## config.mk

```make
export PLATFORM = sky130hd
export DESIGN_NAME = hotkey_matcher_with_modifier_tap
export DESIGN_NICKNAME = d
export VERILOG_FILES = /design/src/rtl/core/hkm_pkg.sv /design/src/rtl/core/hkm_table.sv /design/src/rtl/core/hkm_watch.sv /design/src/rtl/core/hotkey_matcher_with_modifier_tap.sv
export SDC_FILE = /design/constraint.sdc
export NUM_CORES = 2
export LEC_CHECK = 0
export BUFFER_PORTS_ARGS = -buffer_cell sky130_fd_sc_hd__buf_2
export CORE_MARGIN = 10
export CORE_UTILIZATION = 45
export DETAILED_ROUTE_END_ITERATION = 7
export PLACE_DENSITY = 0.68
export SLEW_MARGIN = 20
export SYNTH_ARGS = -nofsm -noshare
export SYNTH_HDL_FRONTEND = slang
export SYNTH_SLANG_ARGS = --single-unit
```

## constraint.sdc

```tcl
create_clock -name clk_i -period 5.6 [get_ports clk_i]
set_input_delay 0.56 -clock clk_i [delete_from_list [all_inputs] [get_ports clk_i]]
set_output_delay 0.56 -clock clk_i [all_outputs]
set_load 0.02 [all_outputs]
```

## src/rtl/core/hkm_pkg.sv

```systemverilog
// ----------------------------------------------------------------------------
// hkm_pkg
// Shared types, codes and helper functions of the hotkey matcher.
// ----------------------------------------------------------------------------
package hkm_pkg;

  localparam int unsigned SYM_W      = 29;
  localparam int unsigned MOD_W      = 8;
  localparam int unsigned ACT_W      = 8;
  localparam int unsigned OP_W       = 3;
  localparam int unsigned KIND_W     = 3;
  localparam int unsigned CFG_IDX_W  = 2;
  localparam int unsigned CFG_DATA_W = 16;
  localparam int unsigned TMO_W      = 16;

  localparam logic [MOD_W-1:0] M_SHIFT  = 8'h01;
  localparam logic [MOD_W-1:0] M_LOCK   = 8'h02;
  localparam logic [MOD_W-1:0] M_CTRL   = 8'h04;
  localparam logic [MOD_W-1:0] M_MOD1   = 8'h08;
  localparam logic [MOD_W-1:0] M_MOD2   = 8'h10;
  localparam logic [MOD_W-1:0] M_MOD4   = 8'h40;
  localparam logic [MOD_W-1:0] M_IGNORE = M_LOCK | M_MOD2;

  localparam logic [SYM_W-1:0] CASE_BIT = 29'd32;
  localparam logic [SYM_W-1:0] LOW_A    = 29'h61;
  localparam logic [SYM_W-1:0] LOW_Z    = 29'h7A;

  localparam logic              WATCH_EN_RST  = 1'b0;
  localparam logic [MOD_W-1:0]  WATCH_MOD_RST = 8'd64;
  localparam logic [TMO_W-1:0]  WATCH_TMO_RST = 16'd300;

  typedef enum logic [OP_W-1:0] {
    OP_ADD     = 3'd0,
    OP_PRESS   = 3'd1,
    OP_RELEASE = 3'd2,
    OP_TICK    = 3'd3,
    OP_WRESET  = 3'd4
  } op_e;

  typedef enum logic [KIND_W-1:0] {
    EV_NONE   = 3'd0,
    EV_MATCH  = 3'd1,
    EV_FIRED  = 3'd2,
    EV_ARMED  = 3'd3,
    EV_STORED = 3'd4,
    EV_FULL   = 3'd5
  } event_kind_e;

  typedef enum logic [CFG_IDX_W-1:0] {
    CFG_ENABLE   = 2'd0,
    CFG_MODIFIER = 2'd1,
    CFG_TIMEOUT  = 2'd2
  } cfg_index_e;

  typedef enum logic [1:0] {
    ST_IDLE,
    ST_EXEC,
    ST_SCAN
  } state_e;

  typedef struct packed {
    logic [SYM_W-1:0] sym;
    logic [MOD_W-1:0] mods;
    logic [ACT_W-1:0] act;
  } entry_t;

  typedef struct packed {
    logic        decided;
    event_kind_e kind;
    logic        consumed;
  } watch_res_t;

  // letter test after folding to lower case
  function automatic logic is_letter(input logic [SYM_W-1:0] s);
    logic [SYM_W-1:0] f;
    f = s | CASE_BIT;
    return (f >= LOW_A) && (f <= LOW_Z);
  endfunction

  function automatic logic same_symbol(input logic [SYM_W-1:0] a,
                                       input logic [SYM_W-1:0] b);
    return (a == b) ||
           (is_letter(a) && is_letter(b) && ((a | CASE_BIT) == (b | CASE_BIT)));
  endfunction

  function automatic logic is_watched_key(input logic [SYM_W-1:0] s,
                                          input logic [MOD_W-1:0] mask);
    logic r;
    if ((mask & M_MOD4) != '0) begin
      r = (s == 29'hFFEB) || (s == 29'hFFEC) || (s == 29'hFFED) || (s == 29'hFFEE);
    end else if ((mask & M_MOD1) != '0) begin
      r = (s == 29'hFFE9) || (s == 29'hFFEA) || (s == 29'hFFE7) || (s == 29'hFFE8);
    end else if ((mask & M_CTRL) != '0) begin
      r = (s == 29'hFFE3) || (s == 29'hFFE4);
    end else if ((mask & M_SHIFT) != '0) begin
      r = (s == 29'hFFE1) || (s == 29'hFFE2);
    end else begin
      r = 1'b0;
    end
    return r;
  endfunction

endpackage

```

## src/rtl/core/hkm_table.sv

```systemverilog
// ----------------------------------------------------------------------------
// hkm_table
// Binding store: one write port, one registered read port.
// ----------------------------------------------------------------------------
module hkm_table
  import hkm_pkg::*;
#(
  parameter int unsigned DEPTH = 32,
  parameter int unsigned IDX_W = 5
) (
  input  logic             clk_i,
  input  logic             we_i,
  input  logic [IDX_W-1:0] waddr_i,
  input  entry_t           wdata_i,
  input  logic [IDX_W-1:0] raddr_i,
  output entry_t           rdata_o
);

  entry_t mem_q [DEPTH];
  entry_t rdata_q;

  always_ff @(posedge clk_i) begin
    if (we_i) begin
      mem_q[waddr_i] <= wdata_i;
    end
    rdata_q <= mem_q[raddr_i];
  end

  assign rdata_o = rdata_q;

endmodule

```

## src/rtl/core/hkm_watch.sv

```systemverilog
// ----------------------------------------------------------------------------
// hkm_watch
// Lone modifier tap watcher and its configuration registers.
// ----------------------------------------------------------------------------
module hkm_watch
  import hkm_pkg::*;
(
  input  logic                  clk_i,
  input  logic                  rst_ni,
  input  logic                  cfg_we_i,
  input  logic [CFG_IDX_W-1:0]  cfg_index_i,
  input  logic [CFG_DATA_W-1:0] cfg_data_i,
  input  logic                  exec_i,
  input  logic [OP_W-1:0]       op_i,
  input  logic [SYM_W-1:0]      sym_i,
  input  logic [MOD_W-1:0]      mod_i,
  output watch_res_t            res_o
);

  logic              enable_q;
  logic [MOD_W-1:0]  wmod_q;
  logic [TMO_W-1:0]  timeout_q;
  logic              armed_q, armed_d;
  logic              other_q, other_d;
  logic [TMO_W-1:0]  elapsed_q, elapsed_d;

  logic [MOD_W-1:0]  no_lock;
  logic [MOD_W-1:0]  mods;
  logic              watched;
  logic              arm_ok;
  logic [TMO_W-1:0]  elapsed_inc;
  logic              cfg_hit;

  assign no_lock     = mod_i & ~M_LOCK;
  assign mods        = no_lock & ~M_MOD2;
  assign watched     = (sym_i != '0) && is_watched_key(sym_i, wmod_q);
  assign arm_ok      = enable_q && watched && ((no_lock & wmod_q) == '0) &&
                       ((mods & ~wmod_q) == '0);
  assign elapsed_inc = (elapsed_q != '1) ? elapsed_q + 1'b1 : elapsed_q;
  assign cfg_hit     = cfg_we_i && ((cfg_index_i == CFG_ENABLE) ||
                       (cfg_index_i == CFG_MODIFIER) || (cfg_index_i == CFG_TIMEOUT));

  always_comb begin
    res_o     = '{decided: 1'b1, kind: EV_NONE, consumed: 1'b0};
    armed_d   = armed_q;
    other_d   = other_q;
    elapsed_d = elapsed_q;
    case (op_i)
      OP_PRESS: begin
        if (arm_ok) begin
          res_o     = '{decided: 1'b1, kind: EV_ARMED, consumed: 1'b1};
          armed_d   = 1'b1;
          other_d   = 1'b0;
          elapsed_d = '0;
        end else begin
          res_o.decided = 1'b0;
          if (armed_q) begin
            other_d = 1'b1;
          end
        end
      end
      OP_RELEASE: begin
        if (armed_q) begin
          if (watched && !other_q) begin
            armed_d = 1'b0;
            res_o   = '{decided: 1'b1, kind: EV_FIRED, consumed: 1'b1};
          end else begin
            other_d = 1'b1;
          end
        end
      end
      OP_TICK: begin
        if (armed_q) begin
          elapsed_d = elapsed_inc;
          if (other_q) begin
            armed_d = 1'b0;
          end else if (elapsed_inc >= timeout_q) begin
            armed_d = 1'b0;
            res_o   = '{decided: 1'b1, kind: EV_FIRED, consumed: 1'b0};
          end
        end
      end
      OP_WRESET: begin
        armed_d = 1'b0;
        other_d = 1'b0;
      end
      default: begin
      end
    endcase
  end

  always_ff @(posedge clk_i or negedge rst_ni) begin
    if (!rst_ni) begin
      enable_q  <= WATCH_EN_RST;
      wmod_q    <= WATCH_MOD_RST;
      timeout_q <= WATCH_TMO_RST;
      armed_q   <= 1'b0;
      other_q   <= 1'b0;
      elapsed_q <= '0;
    end else begin
      if (cfg_hit) begin
        armed_q <= 1'b0;
      end else if (exec_i) begin
        armed_q <= armed_d;
      end
      if (exec_i) begin
        other_q   <= other_d;
        elapsed_q <= elapsed_d;
      end
      if (cfg_we_i) begin
        case (cfg_index_i)
          CFG_ENABLE:   enable_q  <= cfg_data_i[0];
          CFG_MODIFIER: wmod_q    <= cfg_data_i[MOD_W-1:0];
          CFG_TIMEOUT:  timeout_q <= cfg_data_i[TMO_W-1:0];
          default: begin
          end
        endcase
      end
    end
  end

endmodule

```

## src/rtl/core/hotkey_matcher_with_modifier_tap.sv

```systemverilog
// ----------------------------------------------------------------------------
// hotkey_matcher_with_modifier_tap
// Hotkey binding table with newest-first search and lone modifier tap watcher.
// ----------------------------------------------------------------------------
// An operation is taken when start_i is high and busy_o low. busy_o is high
// from the cycle after the transfer until the item is decided, and the one
// result is strobed on done_o for a single cycle right after busy_o falls; it
// cannot be held off. Add, release, tick, watcher reset and undefined codes
// keep busy_o high only for the execute state. A key press that neither arms
// the watcher nor has a zero keysym nor finds an empty table scans the binding
// memory newest first, one entry per cycle through its registered read port.
// A new item may start in the cycle that carries a result. Configuration
// writes are taken only while busy_o is low.
// ----------------------------------------------------------------------------
module hotkey_matcher_with_modifier_tap
  import hkm_pkg::*;
#(
  parameter int unsigned MAX_BINDINGS = 32
) (
  input  logic                  clk_i,
  input  logic                  rst_ni,
  input  logic                  start_i,
  output logic                  busy_o,
  output logic                  done_o,
  input  logic [OP_W-1:0]       operation_i,
  input  logic [SYM_W-1:0]      key_symbol_i,
  input  logic [SYM_W-1:0]      shifted_symbol_i,
  input  logic [MOD_W-1:0]      modifier_state_i,
  input  logic [SYM_W-1:0]      bind_symbol_i,
  input  logic [MOD_W-1:0]      bind_modifiers_i,
  input  logic [ACT_W-1:0]      bind_action_i,
  output logic [KIND_W-1:0]     event_kind_o,
  output logic                  consumed_o,
  output logic [ACT_W-1:0]      action_id_o,
  input  logic                  cfg_valid_i,
  output logic                  cfg_ready_o,
  input  logic [CFG_IDX_W-1:0]  cfg_index_i,
  input  logic [CFG_DATA_W-1:0] cfg_data_i
);

  localparam int unsigned IDX_W = (MAX_BINDINGS > 1) ? $clog2(MAX_BINDINGS) : 1;
  localparam int unsigned CNT_W = $clog2(MAX_BINDINGS + 1);

  state_e            state_q, state_d;
  logic [OP_W-1:0]   op_q;
  logic [SYM_W-1:0]  sym_q, shifted_q, bsym_q;
  logic [MOD_W-1:0]  mod_q, bmod_q;
  logic [ACT_W-1:0]  bact_q;
  logic [CNT_W-1:0]  count_q, count_d;
  logic [IDX_W-1:0]  idx_q, idx_d;

  logic              done_q, done_d;
  event_kind_e       kind_q, kind_d;
  logic              consumed_q, consumed_d;
  logic [ACT_W-1:0]  act_q, act_d;

  logic              accept;
  logic              exec;
  logic              we;
  entry_t            wdata;
  logic [IDX_W-1:0]  raddr;
  entry_t            rdata;
  watch_res_t        wres;

  logic [SYM_W-1:0]  alt_sym;
  logic [CNT_W-1:0]  count_m1;
  logic [IDX_W-1:0]  idx_m1;
  logic              press_search;
  logic              scan_hit;
  logic              scan_last;
  logic              table_full;

  assign accept      = start_i && !busy_o;
  assign exec        = (state_q == ST_EXEC);
  assign busy_o      = (state_q != ST_IDLE);
  assign cfg_ready_o = !busy_o;

  assign count_m1   = count_q - 1'b1;
  assign idx_m1     = idx_q - 1'b1;
  assign raddr      = exec ? count_m1[IDX_W-1:0] : idx_m1;
  assign table_full = (count_q >= CNT_W'(MAX_BINDINGS));
  assign wdata      = '{sym: bsym_q, mods: bmod_q, act: bact_q};

  assign alt_sym      = ((mod_q & M_SHIFT) != '0) ? shifted_q : '0;
  assign press_search = (op_q == OP_PRESS) && !wres.decided &&
                        (sym_q != '0) && (count_q != '0);
  assign scan_hit     = ((mod_q & ~M_IGNORE) == rdata.mods) &&
                        (same_symbol(sym_q, rdata.sym) ||
                         ((alt_sym != '0) && same_symbol(alt_sym, rdata.sym)));
  assign scan_last    = (idx_q == '0);

  hkm_table #(
    .DEPTH (MAX_BINDINGS),
    .IDX_W (IDX_W)
  ) u_table (
    .clk_i   (clk_i),
    .we_i    (we),
    .waddr_i (count_q[IDX_W-1:0]),
    .wdata_i (wdata),
    .raddr_i (raddr),
    .rdata_o (rdata)
  );

  hkm_watch u_watch (
    .clk_i       (clk_i),
    .rst_ni      (rst_ni),
    .cfg_we_i    (cfg_valid_i && cfg_ready_o),
    .cfg_index_i (cfg_index_i),
    .cfg_data_i  (cfg_data_i),
    .exec_i      (exec),
    .op_i        (op_q),
    .sym_i       (sym_q),
    .mod_i       (mod_q),
    .res_o       (wres)
  );

  always_comb begin
    state_d = state_q;
    case (state_q)
      ST_IDLE: begin
        if (start_i) begin
          state_d = ST_EXEC;
        end
      end
      ST_EXEC: begin
        state_d = press_search ? ST_SCAN : ST_IDLE;
      end
      ST_SCAN: begin
        if (scan_hit || scan_last) begin
          state_d = ST_IDLE;
        end
      end
      default: state_d = ST_IDLE;
    endcase
  end

  always_comb begin
    done_d     = 1'b0;
    kind_d     = EV_NONE;
    consumed_d = 1'b0;
    act_d      = '0;
    we         = 1'b0;
    count_d    = count_q;
    idx_d      = idx_q;
    case (state_q)
      ST_EXEC: begin
        if (op_q == OP_ADD) begin
          done_d = 1'b1;
          if (bsym_q == '0) begin
            kind_d = EV_NONE;
          end else if (table_full) begin
            kind_d = EV_FULL;
          end else begin
            we      = 1'b1;
            count_d = count_q + 1'b1;
            kind_d  = EV_STORED;
          end
        end else if (press_search) begin
          idx_d = count_m1[IDX_W-1:0];
        end else begin
          done_d     = 1'b1;
          kind_d     = wres.kind;
          consumed_d = wres.consumed;
        end
      end
      ST_SCAN: begin
        if (scan_hit) begin
          done_d     = 1'b1;
          kind_d     = EV_MATCH;
          consumed_d = 1'b1;
          act_d      = rdata.act;
        end else if (scan_last) begin
          done_d = 1'b1;
        end else begin
          idx_d = idx_m1;
        end
      end
      default: begin
      end
    endcase
  end

  always_ff @(posedge clk_i or negedge rst_ni) begin
    if (!rst_ni) begin
      state_q <= ST_IDLE;
      count_q <= '0;
      done_q  <= 1'b0;
    end else begin
      state_q <= state_d;
      count_q <= count_d;
      done_q  <= done_d;
    end
  end

  always_ff @(posedge clk_i) begin
    if (accept) begin
      op_q      <= operation_i;
      sym_q     <= key_symbol_i;
      shifted_q <= shifted_symbol_i;
      mod_q     <= modifier_state_i;
      bsym_q    <= bind_symbol_i;
      bmod_q    <= bind_modifiers_i;
      bact_q    <= bind_action_i;
    end
    idx_q      <= idx_d;
    kind_q     <= kind_d;
    consumed_q <= consumed_d;
    act_q      <= act_d;
  end

  assign done_o       = done_q;
  assign event_kind_o = kind_q;
  assign consumed_o   = consumed_q;
  assign action_id_o  = act_q;

  a_done_single : assert property (@(posedge clk_i) disable iff (!rst_ni)
    done_o |=> !done_o) else $error("result strobe held two cycles");

  a_done_idle : assert property (@(posedge clk_i) disable iff (!rst_ni)
    done_o |-> !busy_o) else $error("result shown while busy");

  a_count_max : assert property (@(posedge clk_i) disable iff (!rst_ni)
    count_q <= CNT_W'(MAX_BINDINGS)) else $error("binding count overflow");

  a_match_consumed : assert property (@(posedge clk_i) disable iff (!rst_ni)
    (done_o && (event_kind_o == EV_MATCH)) |-> consumed_o)
    else $error("match not consumed");

  a_accept_busy : assert property (@(posedge clk_i) disable iff (!rst_ni)
    accept |=> busy_o) else $error("accepted item left no busy cycle");

endmodule

```

Word-level counts from Yosys, hierarchy flattened --
Memories as Yosys holds them, arrays and structs flattened. A register that Yosys moved wholly into a read port is not among the register bits. Index checks and enable logic that the tools add are counted.
Operators by class: add/sub/neg operators 4, $lt $le $gt $ge 8, eq/ne operators 38, mux-type cells 62, bitwise operators 5, reduce and logical (&&, ||, !) cells 63
Operator list (count):
- $eq A29 B16 Y1 const B | 12
- $ge A29 B7 Y1 const B | 3
- $le A29 B7 Y1 const B | 3
- $eq A29 B29 Y1 | 2
- $reduce_bool A29 Y1 | 2
- $eq A28 B28 Y1 | 2
- $mux W16 | 3
- $mux W5 | 8
- $mux W1 | 32
- $pmux W16 S2 | 1
- $logic_not A29 Y1 | 1
- $mux W29 | 1
- $logic_and A1 B1 Y1 | 20
- $mux W3 | 6
- $add A16 B1 Y16 const B | 1
- $and A8 B8 Y8 | 2
- $ge A16 B16 Y1 | 1
- $logic_not A8 Y1 | 2
- $ne A16 B16 Y1 const B | 1
- $pmux W5 S3 | 1
- $logic_or A1 B1 Y1 | 14
- $ne A2 B2 Y1 const B | 6
- $pmux W5 S2 | 1
- $reduce_and A2 Y1 | 5
- other kinds (30) | 50
Word-level totals: flip-flop bits (word level) 183, RAM bits 1440, bits of input ports 136, output and inout bits 15, word-level logic and storage cells 201, memories kept 1
Memory list:
- u_table.mem_q | depth 32, bits a word 45, read ports 1, clocked after Yosys merged registers in 1, write ports 1, line hkm_table.sv:19 | entry_t mem_q [DEPTH];

Depth between registers and ports, before layout --
depth in word-level cells 19, mapped depth 16, depth with buffers taken out 15

By module --
A second synthesis with hierarchy kept.
Unflattened totals: cells, all modules 3900, area total of the unflattened synthesis 65748.1 µm²
Modules (own cells, without submodules):
- hkm_table | times used 1, cells an instance 3157, area each 56859.5 µm², sequential area each 44142.3 µm²
- hotkey_matcher_with_modifier_tap | times used 1, cells an instance 427, area each 6003.3 µm², sequential area each 4038.9 µm²
- hkm_watch | times used 1, cells an instance 316, area each 2885.3 µm², sequential area each 1007.2 µm²

Least setup slack after synthesis --
No wires, ideal clock.
path kind register to register, from reg state_q[1], to mem u_table.mem_q[31][0] (netlist bit) (enable), setup time 0.448 ns, data arrival time 3.704 ns, data required time 5.152 ns, slack 1.448 ns, stages on the path, launching flop included 11, cells stage by stage dfrtp_1 inv_1 ha_1 buf_2 inv_1 nor2_1 o211ai_1 nor2_1 nand2_1 clkbuf_1 nor2_1
On the way: cells in the longest elaborated chain, start to end 4
Ends and longest elaborated chain:
- start, declared | line hotkey_matcher_with_modifier_tap.sv:44 | state_e state_q, state_d;
- start signal, assigned | line hotkey_matcher_with_modifier_tap.sv:189 | state_q <= state_d;
- $eq A2 B1 Y1 | line hotkey_matcher_with_modifier_tap.sv:145 | case (state_q)
- $mux W1 | line hotkey_matcher_with_modifier_tap.sv:145
- $mux W1 | line hkm_table.sv:23 | if (we_i) begin
- $mux W1 (implied by the code) | line hkm_table.sv:24 | mem_q[waddr_i] <= wdata_i;
- end, declared | line hkm_table.sv:19
Every way passes these cells.

Worst setup path in the final report --
from reg state_q[1], to mem u_table.mem_q[15][40] (netlist bit) (enable)
The elaborated chain is that of the path after synthesis.

==> results.ini <==
[drt]
drt_iter0_drc=3734
dr.pass1.iters=5
final_antenna_net_count=0
vias_per_cell=5.77
wl_per_cell_um=26.9
drt_wl_total_um=151000
drc=0
vias=32400

[placement]
gp_congestion=0.824
portBuffers=149
dp_hpwl_um=85300
post-place-ws_ns=1.12

[cts]
post_cts_buffers=0
htree_levels=4
cts_root_buf=clkbuf_16
cts.repair.resized=0
clk_path_buf_depth=3
clock_sinks=1664
cts.clk_slew.worst_paths_ns=0.06
hold_buffers=126
numCtsBuffers=165
cts_tree=done
clkLatencyLatePin_ns=0.80

[finish]
final_common_cell=edfxtp_1
final_nets=3744
final_cell_mix=edfxtp_1, mux4_2, clkbuf_16, buf_2, dlygate4sd3_1
syn_to_final_growth_pct=16.1
drive_gt1_share_pct=27.9

[global_routing]
grt_use_total_pct=18.9
grt_max_degree=123
grt_pass1_vias=33000
grt_first_pass_wirelength_um=223000
antenna_found_initial=6
grt.busiest_layer=met2
grt_overflow=0
grt.met2_usage_pct=30.3
met3_usage_pct=3.21
grt_use_met1_pct=26.8

[sta]
worst_slew_pin_slew_ns=1.05
rsz0062_at_grt=no
min_period_ns=4.46
setup_tns_ns=0
timing.fmax_mhz=224
relSlewSlack_pct=29.1
final-setup-viol-count=0
fin_worst_skew_ns=0.0347
finalHoldViolations=0
setup_ws_ns=1.14
finalMaxSlewViolations=0
fin_crit_sh_pct=79.6

[synthesis]
synth_top_area_share_pct=72.1
synth_ff_type=edfxtp_1
synth_fa_ha_area_share_pct=0.502
yosys-top-cells-area=edfxtp_1, mux4_2, mux2_2
yosys.area.top_type=edfxtp_1
synth-xor-area-share_pct=0.986
avgSynthCellArea_sq_um=20.5
synthArstFlopShare_pct=2.94
synth_top_family_by_area=multiplexers
yosysSeqAreaShare_pct=75.8
synth-compound-area-share_pct=2.53
syn_area_sq_mm=0.0649
synth_nets=3322
synth_edf_count=1558
synth_seq_cells=1664
syn_inst=3160
muxShareOfSynthArea_pct=16.0
ys_warn_count=0
synth_simple_gate_area_share_pct=2.97
synth_cell_types=69

[worst_setup_path]
cp.arrival_ns=4.86
cpMaxStageDelayCell=nor2_4
rrSetupSlack_ns=1.14
rr_worst_depth=10
crit_start=state_q[1]$_DFFE_PN0P_
r2r-start=state_q[1]$_DFFE_PN0P_
critPathKind=flip-flop to flip-flop
cp-start-kind=flip-flop
cpPeakStageDelay_ns=0.72
worstSetupEndpoint=u_table.mem_q[15][40]$_DFFE_PP_
critical_path_peak_fanout=28
crit_path_cell_trace=inv_1 -> ha_1 -> inv_1 -> nor2_1 -> o211ai_1 -> buf_4 -> nor2_1 -> nand2_1 -> nor2_4 -> buf_4
required_ns=6.01
crit_path_end_kind=flip-flop
r2r_end=u_table.mem_q[15][40]$_DFFE_PP_

[floorplan]
core_area_sq_mm=0.143
start_util_pct=45.2
std_cell_rows=139
die_h_um=400
io_pins=151
fp.dieW_um=400
die_area_sq_mm=0.160

[power_and_ir_drop]
max-vdd-ir-drop_v=0.000950
power.density_mw_per_mm2=553
p_leak_nw=24.5

[worst_hold_path]
hold_class=primary input to flip-flop

[run_status]
run_status=finished clean

[flow_run]
drv_cap=0

synthesized netlist by cell type (8+ instances only):
cell / n
o21ai_1: 8
dfxtp_1: 57
nor4_1: 27
edfxtp_1: 1558
nor2_1: 119
or4_1: 8
xnor2_1: 23
inv_1: 33
xor2_1: 50
o22ai_1: 8
ha_1: 26
nand4_1: 25
nand3_1: 18
mux4_2: 360
a21oi_1: 62
clkbuf_1: 72
o21ai_0: 71
and3_1: 8
dfrtp_1: 44
o211ai_1: 48
and2_1: 14
mux2_2: 112
mux2i_1: 101
nand2_1: 103
nor3_1: 17
buf_2: 66
buf_1: 9
routing by layer:
layer	up-vias	part of all wire (%)
li1	13900	-
met1	17100	42
met2	1270	49
met3	164	7.6
met4	0	1.6
met5	-	0
worst min-delay path by stage:
stage,from,endpoint,cells past startpoint
after CTS,cfg_data_i[4],u_watch.timeout_q[4]$_DFFE_PN0P_,2
after global placement,u_table.rdata_o[7]$_DFF_P_,action_id_o[7]$_SDFF_PN0_,1
after detailed placement,u_table.rdata_o[5]$_DFF_P_,action_id_o[5]$_SDFF_PN0_,1
final,operation_i[0],op_q[0]$_DFFE_PP_,1
after global routing,operation_i[0],op_q[0]$_DFFE_PP_,1
after floorplan,rst_ni,count_q[0]$_DFFE_PN0P_,0
cells by family (layout without fill, tap and decap cells):
family / Yosys count / after routing
flops: 1664 / 1664
mux: 574 / 574
simple gates: 387 / 387
compound gates: 255 / 255
buf+inv: 181 / 736
xor+xnor: 73 / 73
fa+ha+maj: 26 / 26
other cells: 0 / 1
metrics by stage:
| step | std cells | area (sq um) | hold slack (ns) | total power, mW | util [%] |
|---|---|---|---|---|---|
| CTS | 5613 | 75200 | 0.000881 | 41.9 | 52.4 |
| detailed placement | 5187 | 68800 | 0.417 | 31.2 | 47.9 |
| finish | 5619 | 75300 | 0.0449 | 41.7 | 52.5 |
| global route | 5618 | 75300 | 0.00200 | 43.5 | 52.5 |
| floorplan | 3160 | 64900 | 0.264 | 26.3 | - |
| global placement | 5187 | 68800 | 0.414 | 31.1 | 47.9 |
flip-flops by register name (all words and copies together) (netlist names), 2 cells and up:
name / count
sym_q: 29
u_watch.timeout_q: 16
idx_q: 5
op_q: 3
action_id_o: 8
bsym_q: 29
bmod_q: 8
count_q: 6
u_table.rdata_o: 45
u_watch.elapsed_q: 16
bact_q: 8
mod_q: 7
u_watch.wmod_q: 5
state_q: 2
shifted_q: 29
u_table.mem_q: 1440
event_kind_o: 3
critical path: cells and delay by family, from the launching register on:
kind                     cells  cell delay [ns]
AO/OA/AOI/OAI                1             0.11
flip-flops                   1             0.38
AND/OR/NAND/NOR              4             1.78
buffers and inverters        4             1.21
adder cells (fa/ha/maj)      1             0.55
layout make-up:
class / count / area, sq um
Sequential cell: 1664 / 49200
Fill cell: 10900 / 68200
Inverter: 33 / 124
Antenna cell: 1 / 2.50
Clock buffer: 221 / 4430
Timing Repair Buffer: 403 / 3230
Multi-Input combinational cell: 1315 / 15200
Tap cell: 1903 / 2380
Clock inverter: 79 / 736
power breakdown:
part	internal (mW)	switching, mW
combinational	7.10	8.66
sequential	14.6	0.624
clock	6.08	4.57
Power figures use the tool's default switching activity.
